--- src/hw/rtl/ubsd_pkg.sv ---
`timescale 1ns / 1ps
// Shared types and constants for the UTF-8 byte stream decoder.
// No dependencies; imported by every module of the block.
package ubsd_pkg;

    localparam int CP_W   = 21;
    localparam int BYTE_W = 8;
    localparam int PEND_W = 2;
    localparam int CNT_W  = 2;

    localparam logic [CP_W-1:0] REPL_RESET = 21'd32;

    // Upper bounds of the byte classes
    localparam logic [BYTE_W-1:0] ASCII_MAX = 8'h7f;
    localparam logic [BYTE_W-1:0] CONT_MAX  = 8'hbf;
    localparam logic [BYTE_W-1:0] LEAD2_MAX = 8'hdf;
    localparam logic [BYTE_W-1:0] LEAD3_MAX = 8'hef;
    localparam logic [BYTE_W-1:0] LEAD4_MAX = 8'hf7;

    localparam logic [PEND_W-1:0] PEND_NONE = 2'd0;
    localparam logic [PEND_W-1:0] PEND_ONE  = 2'd1;
    localparam logic [PEND_W-1:0] PEND_TWO  = 2'd2;
    localparam logic [PEND_W-1:0] PEND_THREE = 2'd3;

    // Results produced by one byte: count is 0, 1 or 2
    typedef struct packed {
        logic [CNT_W-1:0] count;
        logic [CP_W-1:0]  cp0;
        logic [CP_W-1:0]  cp1;
    } t_dec_res;

endpackage

--- src/hw/rtl/ubsd_in_if.sv ---
`timescale 1ns / 1ps
// Byte input channel: valid/ready handshake with one UTF-8 byte per item.
// Depends on ubsd_pkg for widths.
interface ubsd_in_if import ubsd_pkg::*; ();
    logic              valid;
    logic              ready;
    logic [BYTE_W-1:0] byte_value;
    logic              end_of_text;

    modport source (output valid, output byte_value, output end_of_text, input ready);
    modport sink   (input valid, input byte_value, input end_of_text, output ready);
endinterface

--- src/hw/rtl/ubsd_out_if.sv ---
`timescale 1ns / 1ps
// Code point output channel: valid/ready handshake with one code point per item.
// Depends on ubsd_pkg for widths.
interface ubsd_out_if import ubsd_pkg::*; ();
    logic            valid;
    logic            ready;
    logic [CP_W-1:0] code_point;
    logic            last_of_run;

    modport source (output valid, output code_point, output last_of_run, input ready);
    modport sink   (input valid, input code_point, input last_of_run, output ready);
endinterface

--- src/hw/rtl/ubsd_decoder.sv ---
`timescale 1ns / 1ps
// Byte classifier and sequence state (pending count, accumulator).
// Produces up to two code points per accepted byte; uses ubsd_pkg.
module ubsd_decoder import ubsd_pkg::*; (
    input  logic              i_clk,
    input  logic              i_rst_n,
    input  logic              i_accept,
    input  logic [BYTE_W-1:0] i_byte_value,
    input  logic              i_end_of_text,
    input  logic [CP_W-1:0]   i_repl,
    output t_dec_res          o_res,
    output logic              o_pend_idle
);

    logic [PEND_W-1:0] r_pend;
    logic [PEND_W-1:0] n_pend;
    logic [CP_W-1:0]   r_acc;
    logic [CP_W-1:0]   n_acc;

    always_comb begin
        logic [CP_W-1:0] acc_sh;
        acc_sh = {r_acc[CP_W-7:0], i_byte_value[5:0]};
        n_pend = r_pend;
        n_acc  = r_acc;
        o_res  = '0;

        if (i_byte_value <= ASCII_MAX) begin
            if (r_pend != PEND_NONE) begin
                o_res.cp0   = i_repl;
                o_res.cp1   = {{(CP_W-BYTE_W){1'b0}}, i_byte_value};
                o_res.count = 2'd2;
                n_pend      = PEND_NONE;
            end else begin
                o_res.cp0   = {{(CP_W-BYTE_W){1'b0}}, i_byte_value};
                o_res.count = 2'd1;
            end
        end else if (i_byte_value <= CONT_MAX) begin
            if (r_pend != PEND_NONE) begin
                n_acc  = acc_sh;
                n_pend = r_pend - PEND_ONE;
                if (n_pend == PEND_NONE) begin
                    o_res.cp0   = acc_sh;
                    o_res.count = 2'd1;
                end
            end else begin
                // stray continuation
                o_res.cp0   = i_repl;
                o_res.count = 2'd1;
            end
        end else if (i_byte_value <= LEAD2_MAX) begin
            n_pend = PEND_ONE;
            n_acc  = {{(CP_W-5){1'b0}}, i_byte_value[4:0]};
        end else if (i_byte_value <= LEAD3_MAX) begin
            n_pend = PEND_TWO;
            n_acc  = {{(CP_W-4){1'b0}}, i_byte_value[3:0]};
        end else if (i_byte_value <= LEAD4_MAX) begin
            n_pend = PEND_THREE;
            n_acc  = {{(CP_W-3){1'b0}}, i_byte_value[2:0]};
        end else begin
            o_res.cp0   = i_repl;
            o_res.count = 2'd1;
            n_pend      = PEND_NONE;
        end

        if (i_end_of_text) begin
            // truncated sequence at end of text: append the substitute
            if (n_pend != PEND_NONE) begin
                o_res.cp0   = i_repl;
                o_res.count = 2'd1;
            end
            n_pend = PEND_NONE;
            n_acc  = '0;
        end
    end

    always_ff @(posedge i_clk) begin
        if (!i_rst_n) begin
            r_pend <= PEND_NONE;
            r_acc  <= '0;
        end else if (i_accept) begin
            r_pend <= n_pend;
            r_acc  <= n_acc;
        end
    end

    assign o_pend_idle = (r_pend == PEND_NONE);

endmodule

--- src/hw/rtl/ubsd_result_buf.sv ---
`timescale 1ns / 1ps
// Two-slot result register that drains the code points of one byte in order.
// Uses ubsd_pkg and the ubsd_out_if channel.
module ubsd_result_buf import ubsd_pkg::*; (
    input  logic       i_clk,
    input  logic       i_rst_n,
    input  logic       i_load,
    input  t_dec_res   i_res,
    output logic       o_load_ready,
    ubsd_out_if.source o_out
);

    logic [CNT_W-1:0] r_cnt;
    logic [CNT_W-1:0] n_cnt;
    logic [CP_W-1:0]  r_slot0;
    logic [CP_W-1:0]  n_slot0;
    logic [CP_W-1:0]  r_slot1;
    logic [CP_W-1:0]  n_slot1;
    logic             out_fire;

    assign out_fire    = o_out.valid && o_out.ready;
    assign o_load_ready = (r_cnt == 2'd0) || ((r_cnt == 2'd1) && o_out.ready);

    always_comb begin
        n_cnt   = r_cnt;
        n_slot0 = r_slot0;
        n_slot1 = r_slot1;
        if (out_fire) begin
            // advance the second slot to the head
            n_slot0 = r_slot1;
            n_cnt   = r_cnt - 2'd1;
        end
        if (i_load) begin
            n_cnt   = i_res.count;
            n_slot0 = i_res.cp0;
            n_slot1 = i_res.cp1;
        end
    end

    always_ff @(posedge i_clk) begin
        if (!i_rst_n) begin
            r_cnt <= '0;
        end else begin
            r_cnt <= n_cnt;
        end
        r_slot0 <= n_slot0;
        r_slot1 <= n_slot1;
    end

    assign o_out.valid       = (r_cnt != 2'd0);
    assign o_out.code_point  = r_slot0;
    assign o_out.last_of_run = (r_cnt == 2'd1);

endmodule

--- src/hw/rtl/utf8_byte_stream_decoder_unit.sv ---
`timescale 1ns / 1ps
// UTF-8 byte stream decoder, top level: config register, decoder, result buffer.
// Depends on ubsd_pkg, ubsd_in_if, ubsd_out_if, ubsd_decoder, ubsd_result_buf.
//
// Usage:
//   i_in  carries one UTF-8 byte per item plus an end_of_text flag on the
//         last byte of a text. o_out carries decoded code points, with
//         last_of_run set on the final code point caused by a byte.
//   i_cfg_we / i_cfg_wdata write the substitute code point (reset value 32);
//   write it only while the block is idle.
// Timing:
//   A byte is classified in the cycle it is accepted; its code points
//   appear on o_out from the next cycle.
//   One byte per cycle is accepted while each byte yields at most one code
//   point and the receiver keeps up; a byte that yields two code points
//   holds the two-slot result register until its second code point is taken.
//   Bytes that only open or extend a sequence yield no item at all.
// Reset: synchronous, active low; clears the pending count, accumulator
//   and result count (emptying the result register), and sets the substitute back to 32.
// Stall: when o_out.ready is low, the result register holds and i_in.ready
//   drops once a result is waiting; nothing is lost or repeated.
module utf8_byte_stream_decoder_unit import ubsd_pkg::*; (
    input  logic            i_clk,
    input  logic            i_rst_n,
    input  logic            i_cfg_we,
    input  logic [CP_W-1:0] i_cfg_wdata,
    ubsd_in_if.sink         i_in,
    ubsd_out_if.source      o_out
);

    logic [CP_W-1:0] r_repl;
    logic            in_accept;
    logic            load_ready;
    logic            pend_idle;
    t_dec_res        dec_res;

    always_ff @(posedge i_clk) begin
        if (!i_rst_n) begin
            r_repl <= REPL_RESET;
        end else if (i_cfg_we) begin
            r_repl <= i_cfg_wdata;
        end
    end

    assign i_in.ready = load_ready;
    assign in_accept  = i_in.valid && load_ready;

    ubsd_decoder u_decoder (
        .i_clk         (i_clk),
        .i_rst_n       (i_rst_n),
        .i_accept      (in_accept),
        .i_byte_value  (i_in.byte_value),
        .i_end_of_text (i_in.end_of_text),
        .i_repl        (r_repl),
        .o_res         (dec_res),
        .o_pend_idle   (pend_idle)
    );

    ubsd_result_buf u_result_buf (
        .i_clk        (i_clk),
        .i_rst_n      (i_rst_n),
        .i_load       (in_accept),
        .i_res        (dec_res),
        .o_load_ready (load_ready),
        .o_out        (o_out)
    );

    // A first result that is not last is always followed by the last one
    a_pair_follows: assert property (@(posedge i_clk) disable iff (!i_rst_n)
        o_out.valid && o_out.ready && !o_out.last_of_run |=> o_out.valid && o_out.last_of_run)
        else $error("second result of a byte missing");

    // End of text leaves no sequence pending
    a_eot_clears: assert property (@(posedge i_clk) disable iff (!i_rst_n)
        i_in.valid && i_in.ready && i_in.end_of_text |=> pend_idle)
        else $error("sequence still pending after end of text");

    // Input backpressure only comes from a waiting result
    a_ready_cause: assert property (@(posedge i_clk) disable iff (!i_rst_n)
        !i_in.ready |-> o_out.valid)
        else $error("input stalled without a waiting result");

    // An item that yields nothing leaves the output empty next cycle
    a_empty_load: assert property (@(posedge i_clk) disable iff (!i_rst_n)
        in_accept && dec_res.count == 2'd0 |=> !o_out.valid)
        else $error("output valid after a byte with no result");

endmodule
--- src/flat_wrapper.sv ---
// flat-port wrapper written by rule: the top's interface ports become plain ports
module utf8_byte_stream_decoder_unit_flat import ubsd_pkg::*;
  (i_clk, i_rst_n, i_cfg_we, i_cfg_wdata, i_in_valid, i_in_byte_value, i_in_end_of_text, i_in_ready, o_out_valid, o_out_code_point, o_out_last_of_run, o_out_ready);
  ubsd_in_if i_in_i ();
  ubsd_out_if o_out_i ();
  input  logic i_clk;
  input  logic i_rst_n;
  input  logic i_cfg_we;
  input  logic [CP_W-1:0] i_cfg_wdata;
  input wire logic [$bits(i_in_i.valid)-1:0] i_in_valid;
  input wire logic [$bits(i_in_i.byte_value)-1:0] i_in_byte_value;
  input wire logic [$bits(i_in_i.end_of_text)-1:0] i_in_end_of_text;
  output wire logic [$bits(i_in_i.ready)-1:0] i_in_ready;
  output wire logic [$bits(o_out_i.valid)-1:0] o_out_valid;
  output wire logic [$bits(o_out_i.code_point)-1:0] o_out_code_point;
  output wire logic [$bits(o_out_i.last_of_run)-1:0] o_out_last_of_run;
  input wire logic [$bits(o_out_i.ready)-1:0] o_out_ready;
  assign i_in_i.valid = i_in_valid;
  assign i_in_i.byte_value = i_in_byte_value;
  assign i_in_i.end_of_text = i_in_end_of_text;
  assign i_in_ready = i_in_i.ready;
  assign o_out_valid = o_out_i.valid;
  assign o_out_code_point = o_out_i.code_point;
  assign o_out_last_of_run = o_out_i.last_of_run;
  assign o_out_i.ready = o_out_ready;
  utf8_byte_stream_decoder_unit u_core (.i_clk(i_clk), .i_rst_n(i_rst_n), .i_cfg_we(i_cfg_we), .i_cfg_wdata(i_cfg_wdata), .i_in(i_in_i), .o_out(o_out_i));
endmodule
--- config.mk ---
export PLATFORM = sky130hd
export DESIGN_NAME = utf8_byte_stream_decoder_unit_flat
export DESIGN_NICKNAME = d
export VERILOG_FILES = /design/src/hw/rtl/ubsd_pkg.sv /design/src/hw/rtl/ubsd_in_if.sv /design/src/hw/rtl/ubsd_out_if.sv /design/src/hw/rtl/ubsd_decoder.sv /design/src/hw/rtl/ubsd_result_buf.sv /design/src/hw/rtl/utf8_byte_stream_decoder_unit.sv /design/src/flat_wrapper.sv
export SDC_FILE = /design/constraint.sdc
export NUM_CORES = 1
export LEC_CHECK = 0
export ABC_CLOCK_PERIOD_IN_PS = 2000
export BUFFER_PORTS_ARGS = -buffer_cell sky130_fd_sc_hd__buf_2
export CAP_MARGIN = 25
export CORE_MARGIN = 2
export CORE_UTILIZATION = 54
export CTS_CLUSTER_DIAMETER = 30
export CTS_CLUSTER_SIZE = 16
export DETAILED_ROUTE_END_ITERATION = 7
export PLACE_DENSITY = 0.91
export SKIP_CTS_REPAIR_TIMING = 1
export SLEW_MARGIN = 5
export SYNTH_ARGS = -nofsm -noshare
export SYNTH_HDL_FRONTEND = slang
export SYNTH_SLANG_ARGS = --single-unit
export TNS_END_PERCENT = 20
--- constraint.sdc ---
create_clock -name i_clk -period 2 [get_ports i_clk]
set_input_delay 0 -clock i_clk [delete_from_list [all_inputs] [get_ports i_clk]]
set_output_delay 0 -clock i_clk [all_outputs]
set_load 0.05 [all_outputs]
# Word level (Yosys, flattened, before mapping)
# Index checks and enable logic that the tools add are counted.
# op_classes
n_addsub	2
multipliers	0
div_mod_pow	0
magnitude_cmp	5
eq_ne	3
shift	0
muxes	29
bitwise_logic	0
n_reduce_logical	13
# op_table
operator	n
$mux 23	6
$mux 15	7
$mux 22	4
$mux 21	2
$le 8x8->1 const B	4
$mux 2	10
$le 8x7->1 const B	1
$reduce_bool 2->1	4
$reduce_bool 5->1	1
$logic_not 2->1	2
$reduce_and 4->1	1
$sub 2x1->2 const B	2
$logic_and 1x1->1	3
$ne 3x3->1 const B	1
$eq 2x1->1 const B	1
$ne 2x2->1 const B	1
$reduce_and 2->1	1
$logic_or 1x1->1	1
# totals
ff_bits	82
latchBits	0
ram_bits	0
romBits	0
in_bits	35
output_inout_bits	24
elab_cells	59
mem_count	0

# Logic depth before layout (Yosys ltp)
# Gate-level depths: netlist of run 1.
# depth
word_depth	10
depth_mapped	8
depth_no_buf	7

# Hierarchy
# From an unflattened synthesis of run 1, not the netlist that was laid out.
# unflattened
cells_unflattened	300
area_unflattened_um2	3882.5
# by_module_without_submodules
module	n_inst	cells_per_inst	area_per_inst_um2	seq_area_each_um2
ubsd_result_buf	1	85	1762.9	1301.2
ubsd_decoder	1	146	1295.0	340.3
utf8_byte_stream_decoder_unit	1	69	824.5	420.4

# Worst setup path before layout of run 1
# No wires, ideal clock.
# synth_timing
path_kind	reg2reg
start	reg u_core.u_result_buf.r_cnt[1]
end	reg u_core.u_result_buf.r_slot0[11], in the netlist u_core.u_result_buf.o_out.code_point[11], data pin
setup_ns	0.132
t_arrival_ns	2.306
required_ns	1.868
setup_slack_ns	-0.438
path_stages_with_launch	8
path_buffers	1
period_less_slack_ns	2.438
path_cell_list	dfxtp_1 inv_1 ha_1 a21o_1 nand2_1 nor2_1 clkbuf_1 a22o_1
# synth_via
elab_chain_len	5
word_cells_on_any_way	6
classes_between	eq/ne: 1; mux: 1; reduce/logical: 4
# synth_rtl
item	line_no	source
from (decl)	ubsd_result_buf.sv:13	logic [CNT_W-1:0] r_cnt;
from (signal assigned)	ubsd_result_buf.sv:44	r_cnt <= n_cnt;
$eq 2x1->1	-	
net o_out_last_of_run	flat_wrapper.sv:16	output wire logic [$bits(o_out_i.last_of_run)-1:0] o_out_last_of_run;
$logic_and 1x1->1	ubsd_result_buf.sv:22	assign o_load_ready = (r_cnt == 2'd0) || ((r_cnt == 2'd1) && o_out.ready);
$logic_or 1x1->1	ubsd_result_buf.sv:22	
net i_in_ready	flat_wrapper.sv:13	output wire logic [$bits(i_in_i.ready)-1:0] i_in_ready;
$logic_and 1x1->1	utf8_byte_stream_decoder_unit.sv:46	assign in_accept = i_in.valid && load_ready;
$mux 21	ubsd_result_buf.sv:33	if (i_load) begin
to (signal assigned)	ubsd_result_buf.sv:46	r_slot0 <= n_slot0;
to (decl)	ubsd_result_buf.sv:15	logic [CP_W-1:0] r_slot0;
# The timed path passes the listed nets, and every way through them passes these cells.
# A chain may end at the register's enable or synchronous reset.

# Worst setup path in the final report of run 1
# layout_timing
start	reg u_core.u_result_buf.r_cnt[0]
end	reg u_core.u_result_buf.r_slot0[0], in the netlist u_core.u_result_buf.o_out.code_point[0], data pin
# layout_via
elab_chain_len	5
word_cells_on_any_way	6
classes_between	eq/ne: 1; mux: 1; reduce/logical: 4
# layout_rtl
item	line_no	source
$eq 2x1->1	ubsd_result_buf.sv:22	
$logic_and 1x1->1	ubsd_result_buf.sv:22	
$logic_or 1x1->1 (*)	ubsd_result_buf.sv:22	
$logic_and 1x1->1 (*)	utf8_byte_stream_decoder_unit.sv:46	
$mux 21 (*)	ubsd_result_buf.sv:33	
net u_core.u_result_buf.n_slot0[0]	ubsd_result_buf.sv:16	logic [CP_W-1:0] n_slot0;
# Mark *: on every way through the listed nets, which the timed path passes. The rest lies on a longest branch.

==> metrics.csv, run 1 <==
stage;metric;value;unit
status;status;finished, final reports clean;
worst_setup_path;critPathArrivalTime;1970;ps
drt;postRouteAntennaNets;0;
pwr;power_density;1015;nW/um^2
sta;setup_viol;0;
placement;place_area;3287;um^2
worst_setup_path;crit_end;u_core.u_result_buf.o_out.code_point[0];
logic_synthesis;synth_ff_type;dfxtp_1;
global_routing;grt_pass1_wl;10.36;mm
die;chipHeight;77.54;um
sta;setup-tns-final;0;ps
die;die_w;77.54;um
drt;wl_per_cell;17.69;um
logic_synthesis;async_flop_share;0;
global_routing;grt_util_all_layers;0.2266;
global_routing;antenna_found_initial;0;
global_routing;grt_max_degree;27;
die;start_util;0.5646;
worst_setup_path;reg2reg_depth;8;
pwr;p_leak;1.594;nW
sta;skew;6.230;ps
cells_and_area;drive_gt1_frac;0.2671;
worst_setup_path;worstSetupPathType;reg -> reg;
run;max_cap_viol_count;0;
drt;drt-total-wl;7.201;mm
drt;vias_per_cell;5.732;
worst_setup_path;cp-start-kind;flop;
drt;first_pass_iters;4;
logic_synthesis;synth_edf_count;29;
sta;maxSlewViolCount;0;
sta;fin_ws;129.9;ps
worst_setup_path;cp_max_fo;12;
drt;drt_iter0_drc;144;
cts;clk_latency;340;ps
worst_setup_path;crit_start;u_core.u_result_buf.r_cnt[0];
cts;cts-root-buf;clkbuf_8;
pwr;ir_worst_vdd;0.6638;mV
cells_and_area;nFillCells;341;
die;die_area;6012;um^2
sta;slew_headroom;0.3965;
worst_setup_path;cp-end-kind;flop;
cts;cts_made_buffers;9;
placement;io_buffers;58;
cts;htreeDepth;3;
die;num_rows;26;
logic_synthesis;yosysWarnings;0;
worst_hold_path;hold_class;in -> reg;
cts;cts.sinks;69;
drt;drc;0;
cts;path_clk_slew;70;ps
logic_synthesis;ys_ff_latch;69;
cts;clk_path_buf_depth;2;
logic_synthesis;avgSynthCellArea;12.02;um^2
cells_and_area;final_net_count;369;
logic_synthesis;yosysSeqAreaShare;0.5724;
sta;worst_slew_pin_slew;897.8;ps
logic_synthesis;synthDistinctLibCells;45;
sta;max_freq;534.7;MHz
cells_and_area;area_growth;29.05;%
worst_setup_path;ff2ff_setup_slack;130;ps
global_routing;grt.overflow.total;0;
worst_setup_path;cp.required;2100;ps
sta;fin_crit_sh;0.9350;
die;top_level_ports;59;
sta;final-hold-violation-count;0;
drt;num_vias;2333;
cts;cts_tree;built;
logic_synthesis;synth_area;2920;um^2
placement;place.gp.congestion;0.8396;
placement;dpl_worst_slack;-138.0;ps
logic_synthesis;synth_nets;280;
cells_and_area;antenna_cells;0;
sta;period_needed;1870;ps
worst_setup_path;r2r_start;u_core.u_result_buf.r_cnt[0];
die;coreArea;5172;um^2
worst_setup_path;reg2reg_to;u_core.u_result_buf.o_out.code_point[0];
global_routing;first_global_vias;2127;
placement;dp_hpwl;4.308;mm
cells_and_area;stdcell_area;3769;um^2
logic_synthesis;netlist_instances;243;
-- layer usage --
layer,up-vias,share of wire,global-route usage
li1,1099,-,-
met1,1091,0.37,0.2583
met2,124,0.51,0.3870
met3,19,0.081,0.08256
met4,0,0.032,0.08929
met5,-,0,0
-- synth_stat cells, types with 2 or more instances --
| cell | number | share of area |
|---|---|---|
| a221o_1 | 2 | 0.0069 |
| o2bb2ai_1 | 7 | 0.021 |
| a21oi_1 | 10 | 0.017 |
| buf_6 | 3 | 0.012 |
| nor2_1 | 11 | 0.014 |
| o21ai_0 | 3 | 0.0051 |
| ha_1 | 2 | 0.0086 |
| inv_1 | 6 | 0.0077 |
| a21boi_0 | 3 | 0.0077 |
| a22o_1 | 27 | 0.081 |
| and3_1 | 9 | 0.019 |
| mux2i_1 | 21 | 0.072 |
| a31oi_1 | 2 | 0.0043 |
| nand3_1 | 4 | 0.0069 |
| clkbuf_1 | 8 | 0.010 |
| nor2b_1 | 20 | 0.043 |
| buf_2 | 5 | 0.0086 |
| nand2_1 | 6 | 0.0077 |
| dfxtp_1 | 40 | 0.27 |
| edfxtp_1 | 29 | 0.30 |
-- sequential cells by signal, indices dropped and copies added, names as in the netlist --
| name | count |
|---|---|
| u_core.u_decoder.r_acc | 15 |
| u_core.u_decoder.r_pend | 2 |
| u_core.u_result_buf.r_cnt | 2 |
| u_core.u_result_buf.r_slot1 | 8 |
| u_core.u_result_buf.o_out.code_point | 21 |
| u_core.r_repl | 21 |
-- final cells by class --
cell class	count	area (um^2)	share of cell area
clock buffers	12	145.1	0.03851
clock inverters	4	47.55	0.01262
inverters	6	22.52	0.005976
multi-input cells	152	1169	0.3101
flip-flops and latches	69	1672	0.4436
well taps	70	87.58	0.02324
repair buffers	94	625.6	0.1660
-- cell families after synthesis --
logic type / synth area share
AOI/OAI and AO/OA: 0.1774
adders and majority gates: 0.008568
buffers and inverters: 0.04070
DFF: 0.5724
muxes: 0.07583
other: 0.001284
and+or+nand+nor: 0.1238
-- power breakdown --
group,switching [mW],internal (mW),total [mW]
clock network,0.500,0.606,1.11
logic,0.715,0.296,1.01
registers,0.0567,1.65,1.71
-- stage by stage --
stage	hold WS [ps]	total power, mW	cells	utilization
2_1_floorplan	125.6	2.441	243	-
6_report	34.70	3.825	407	0.7286
4_1_cts	-127.9	3.767	380	0.6727
3_5_place_dp	228.0	2.678	364	0.6355
3_3_place_gp	218.4	2.650	364	0.6355
5_1_grt	34.55	3.986	407	0.7286
-- cells in the final DEF, fill, tap and decap left out, types with 3 or more instances in the layout --
cell / instances
a21boi_0: 3
a21oi_1: 10
a22o_1: 27
and3_1: 9
buf_2: 58
buf_4: 10
clkbuf_8: 10
dfxtp_1: 40
dlygate4sd3_1: 26
edfxtp_1: 29
inv_1: 6
mux2i_1: 21
nand2_1: 5
nand3_1: 4
nor2_1: 11
nor2b_1: 20
o21ai_0: 3
o2bb2ai_1: 7
-- worst min path at each step --
stage / startpoint / end / depth (start not counted)
2_1_floorplan: i_in_byte_value[5] / u_core.u_decoder.r_acc[5] / 1
3_3_place_gp: i_cfg_wdata[5] / u_core.r_repl[5] / 3
3_5_place_dp: i_cfg_wdata[5] / u_core.r_repl[5] / 3
4_1_cts: i_cfg_wdata[5] / u_core.r_repl[5] / 3
5_1_grt: i_in_byte_value[4] / u_core.u_decoder.r_acc[4] / 2
6_report: i_in_byte_value[4] / u_core.u_decoder.r_acc[4] / 2
-- critical path: stages (launching register included) --
cell,delay (ps)
dfxtp_1,340
inv_1,70
ha_1,240
a21o_4,210
nand2_2,220
inv_1,120
buf_4,200
nor2_1,140
o2bb2ai_1,90
Note: power is estimated with default switching activity, not from simulation.
==> inputs of run 2 (changes only) <==
--- a/config.mk
+++ b/config.mk
@@ -9,14 +9,15 @@
 export BUFFER_PORTS_ARGS = -buffer_cell sky130_fd_sc_hd__buf_2
 export CAP_MARGIN = 25
 export CORE_MARGIN = 2
-export CORE_UTILIZATION = 54
+export CORE_UTILIZATION = 55
 export CTS_CLUSTER_DIAMETER = 30
 export CTS_CLUSTER_SIZE = 16
 export DETAILED_ROUTE_END_ITERATION = 7
-export PLACE_DENSITY = 0.91
+export PLACE_DENSITY = 0.9
 export SKIP_CTS_REPAIR_TIMING = 1
 export SLEW_MARGIN = 5
 export SYNTH_ARGS = -nofsm -noshare
 export SYNTH_HDL_FRONTEND = slang
+export SYNTH_HIERARCHICAL = 1
 export SYNTH_SLANG_ARGS = --single-unit
 export TNS_END_PERCENT = 20
==> run 2 against run 1 <==
- clock power is 12% higher
- combinational power grew 9%
- final cell count rose by 18%
- flip-flop and latch count is 13 higher
- die area grew 29%
- critical path type unchanged
- critical endpoint is now u_core/u_decoder/r_acc[13]
==> metrics.csv, run 2 <==
stage;metric;value;unit
worst_setup_path;worstSetupPathType;reg -> reg;
die;die_w;88.02;um
worst_setup_path;path_cells;inv_2 -> ha_4 -> clkinvlp_4 -> nand2_8 -> and2_4 -> nand3_1 -> nor3_4 -> a22o_1;
drt;wl_per_cell;17.06;um
worst_setup_path;slowest_delay;430;ps
sta;fin_hold_ws;38.67;ps
drt;drc;0;
cts;clk_path_buf_depth;2;
global_routing;grt.overflow.total;0;
sta;rsz0062_at_grt;no;
worst_hold_path;hold_class;in -> reg;
logic_synthesis;synth_edf_count;42;
logic_synthesis;synth_area;3882;um^2
global_routing;grt_pass1_wl;12.11;mm
cts;path_clk_slew;80;ps
die;chipHeight;88.02;um
logic_synthesis;synth_top_area_cell;edfxtp_1;
worst_setup_path;cp-start-kind;flop;
logic_synthesis;synthDistinctLibCells;46;
die;start_util;0.5683;
logic_synthesis;yosysWarnings;6;
placement;dp_hpwl;5.207;mm
sta;worst_slew_pin_slew;671.9;ps
die;num_rows;30;
pwr;power_density;954.4;nW/um^2
logic_synthesis;yosysSeqAreaShare;0.5311;
drt;postRouteAntennaNets;0;
worst_setup_path;cp.required;2290;ps
cells_and_area;nFillCells;505;
sta;slew_headroom;0.5521;
logic_synthesis;synth_common_cells;42 x edfxtp_1, 40 x dfxtp_1, 29 x a22o_1;
cells_and_area;antenna_cells;0;
cts;cts.sinks;82;
status;status;finished, final reports clean;
logic_synthesis;ys_ff_latch;82;
worst_setup_path;cp_max_fo;10;
logic_synthesis;synth_top_area_share;0.3248;
sta;skew;14.07;ps
cells_and_area;layout_common_cells;58 x buf_2, 42 x edfxtp_1, 37 x dfxtp_1;
die;coreArea;6832;um^2
cts;clk_latency;360;ps
cells_and_area;fin_util;0.6745;
sta;fin_crit_sh;0.9524;
global_routing;antenna_found_initial;0;
pwr;ir_worst_vdd;0.4208;mV
logic_synthesis;yosysMostFrequentCell;edfxtp_1;
drt;first_pass_iters;4;
worst_setup_path;cp-end-kind;flop;
logic_synthesis;async_flop_share;0;
sta;period_needed;1905;ps
cells_and_area;final_net_count;417;
placement;io_buffers;58;
worst_setup_path;critPathArrivalTime;2200;ps
global_routing;grt_max_degree;29;
worst_setup_path;slowest_stage;nor3_4;
sta;maxSlewViolCount;0;
cells_and_area;final_common_cell;buf_2;
cells_and_area;area_growth;18.69;%
placement;place.gp.congestion;0.8796;
cts;cts-root-buf;clkbuf_8;
logic_synthesis;netlist_instances;300;
sta;max_freq;525.0;MHz
global_routing;grt_util_all_layers;0.2103;
logic_synthesis;avgSynthCellArea;12.94;um^2
die;die_area;7748;um^2
cts;htreeDepth;3;
cts;cts_made_buffers;9;
drt;vias_per_cell;5.489;
global_routing;first_global_vias;2400;
cells_and_area;drive_gt1_frac;0.3143;
logic_synthesis;synth_area_leaders;edfxtp_1 32%, dfxtp_1 21%, mux2_4 7.0%;
drt;drt-total-wl;8.206;mm
run;max_cap_viol_count;0;
sta;setup_viol;0;
sta;final-hold-violation-count;0;
drt;num_vias;2640;
pwr;p_leak;1.918;nW
logic_synthesis;synth_ff_type;edfxtp_1;
cts;cts_tree;built;
drt;drt_iter0_drc;262;
die;top_level_ports;59;
## run 2: changes by cell type in the layout (fill, tap and decap cells not counted), moves of 5 or more
| cell | previous run | this run |
|---|---|---|
| nor2_1 | 11 | 6 |
| and3_1 | 9 | 0 |
| conb_1 | 1 | 14 |
| nand2_1 | 5 | 15 |
| mux2_4 | 0 | 18 |
| edfxtp_1 | 29 | 42 |
| and2_1 | 1 | 6 |
| o2bb2ai_1 | 7 | 0 |
## run 2: path summary, 6_finish.rpt
check	cells past startpoint	slack, ps	endpoint	from
max reg2reg	8	100	u_core/u_decoder/r_acc[13]	u_core/u_result_buf/r_cnt[1]
max	8	100	u_core/u_decoder/r_acc[13]	u_core/u_result_buf/r_cnt[1]
min	4	40	u_core/u_result_buf/r_cnt[1]	o_out_ready
min reg2reg	1	500	u_core/u_decoder/r_acc[14]	u_core/u_decoder/r_acc[14]
## run 2: kinds of logic after synthesis
| logic type | count (synthesis) | synth area share |
|---|---|---|
| AOI/OAI and AO/OA | 62 | 0.1347 |
| other | 1 | 0.0009659 |
| and+or+nand+nor | 67 | 0.1015 |
| muxes | 42 | 0.1325 |
| xor gates and xnor gates | 1 | 0.002256 |
| DFF | 82 | 0.5311 |
| buffers and inverters | 43 | 0.09056 |
| adders and majority gates | 2 | 0.006444 |
## run 2: routing by layer
metal | global-route usage | part of all wire | vias to the layer above
met2 | 0.3306 | 0.49 | 125
met5 | 0 | 0 | -
met1 | 0.2700 | 0.40 | 1255
li1 | - | - | 1226
met4 | 0.1129 | 0.036 | 0
met3 | 0.04995 | 0.071 | 34
## run 2: report_power, final
group          switching [mW]  total, mW  internal, mW
Sequential             0.0706       2.06          1.99
Combinational           0.714       1.10         0.384
Clock                   0.617       1.24         0.625
Total                    1.40       4.40          3.00
## run 2: critical path, delay by kind of cell (launching register included)
| kind | cells | cell delay [ps] |
|---|---|---|
| AO/OA/AOI/OAI | 1 | 240 |
| adder cells (fa/ha/maj) | 1 | 160 |
| AND/OR/NAND/NOR | 4 | 890 |
| buffers and inverters | 2 | 220 |
| flip-flops | 1 | 330 |
## run 2: cell type report
class,count,area (um^2),area share
flip-flops and latches,82,2066,0.4483
multi-input cells,188,1564,0.3394
repair buffers,91,613.1,0.1330
clock buffers,10,137.6,0.02987
well taps,96,120.1,0.02607
clock inverters,6,73.82,0.01602
inverters,8,33.78,0.007331
## run 2: through the flow
stage          setup TNS [ps]  area (um^2)  cells  total power [mW]  setup slack, ps
6_report                    0         4608    481             4.398            95.29
5_1_grt                     0         4608    481             4.576            20.60
4_1_cts                     0         4357    456             4.374            80.82
3_5_place_dp                0         4145    440             3.143            93.20
3_3_place_gp                0         4145    440             3.109            189.8
2_1_floorplan          -13160         3984    313             2.974           -259.4
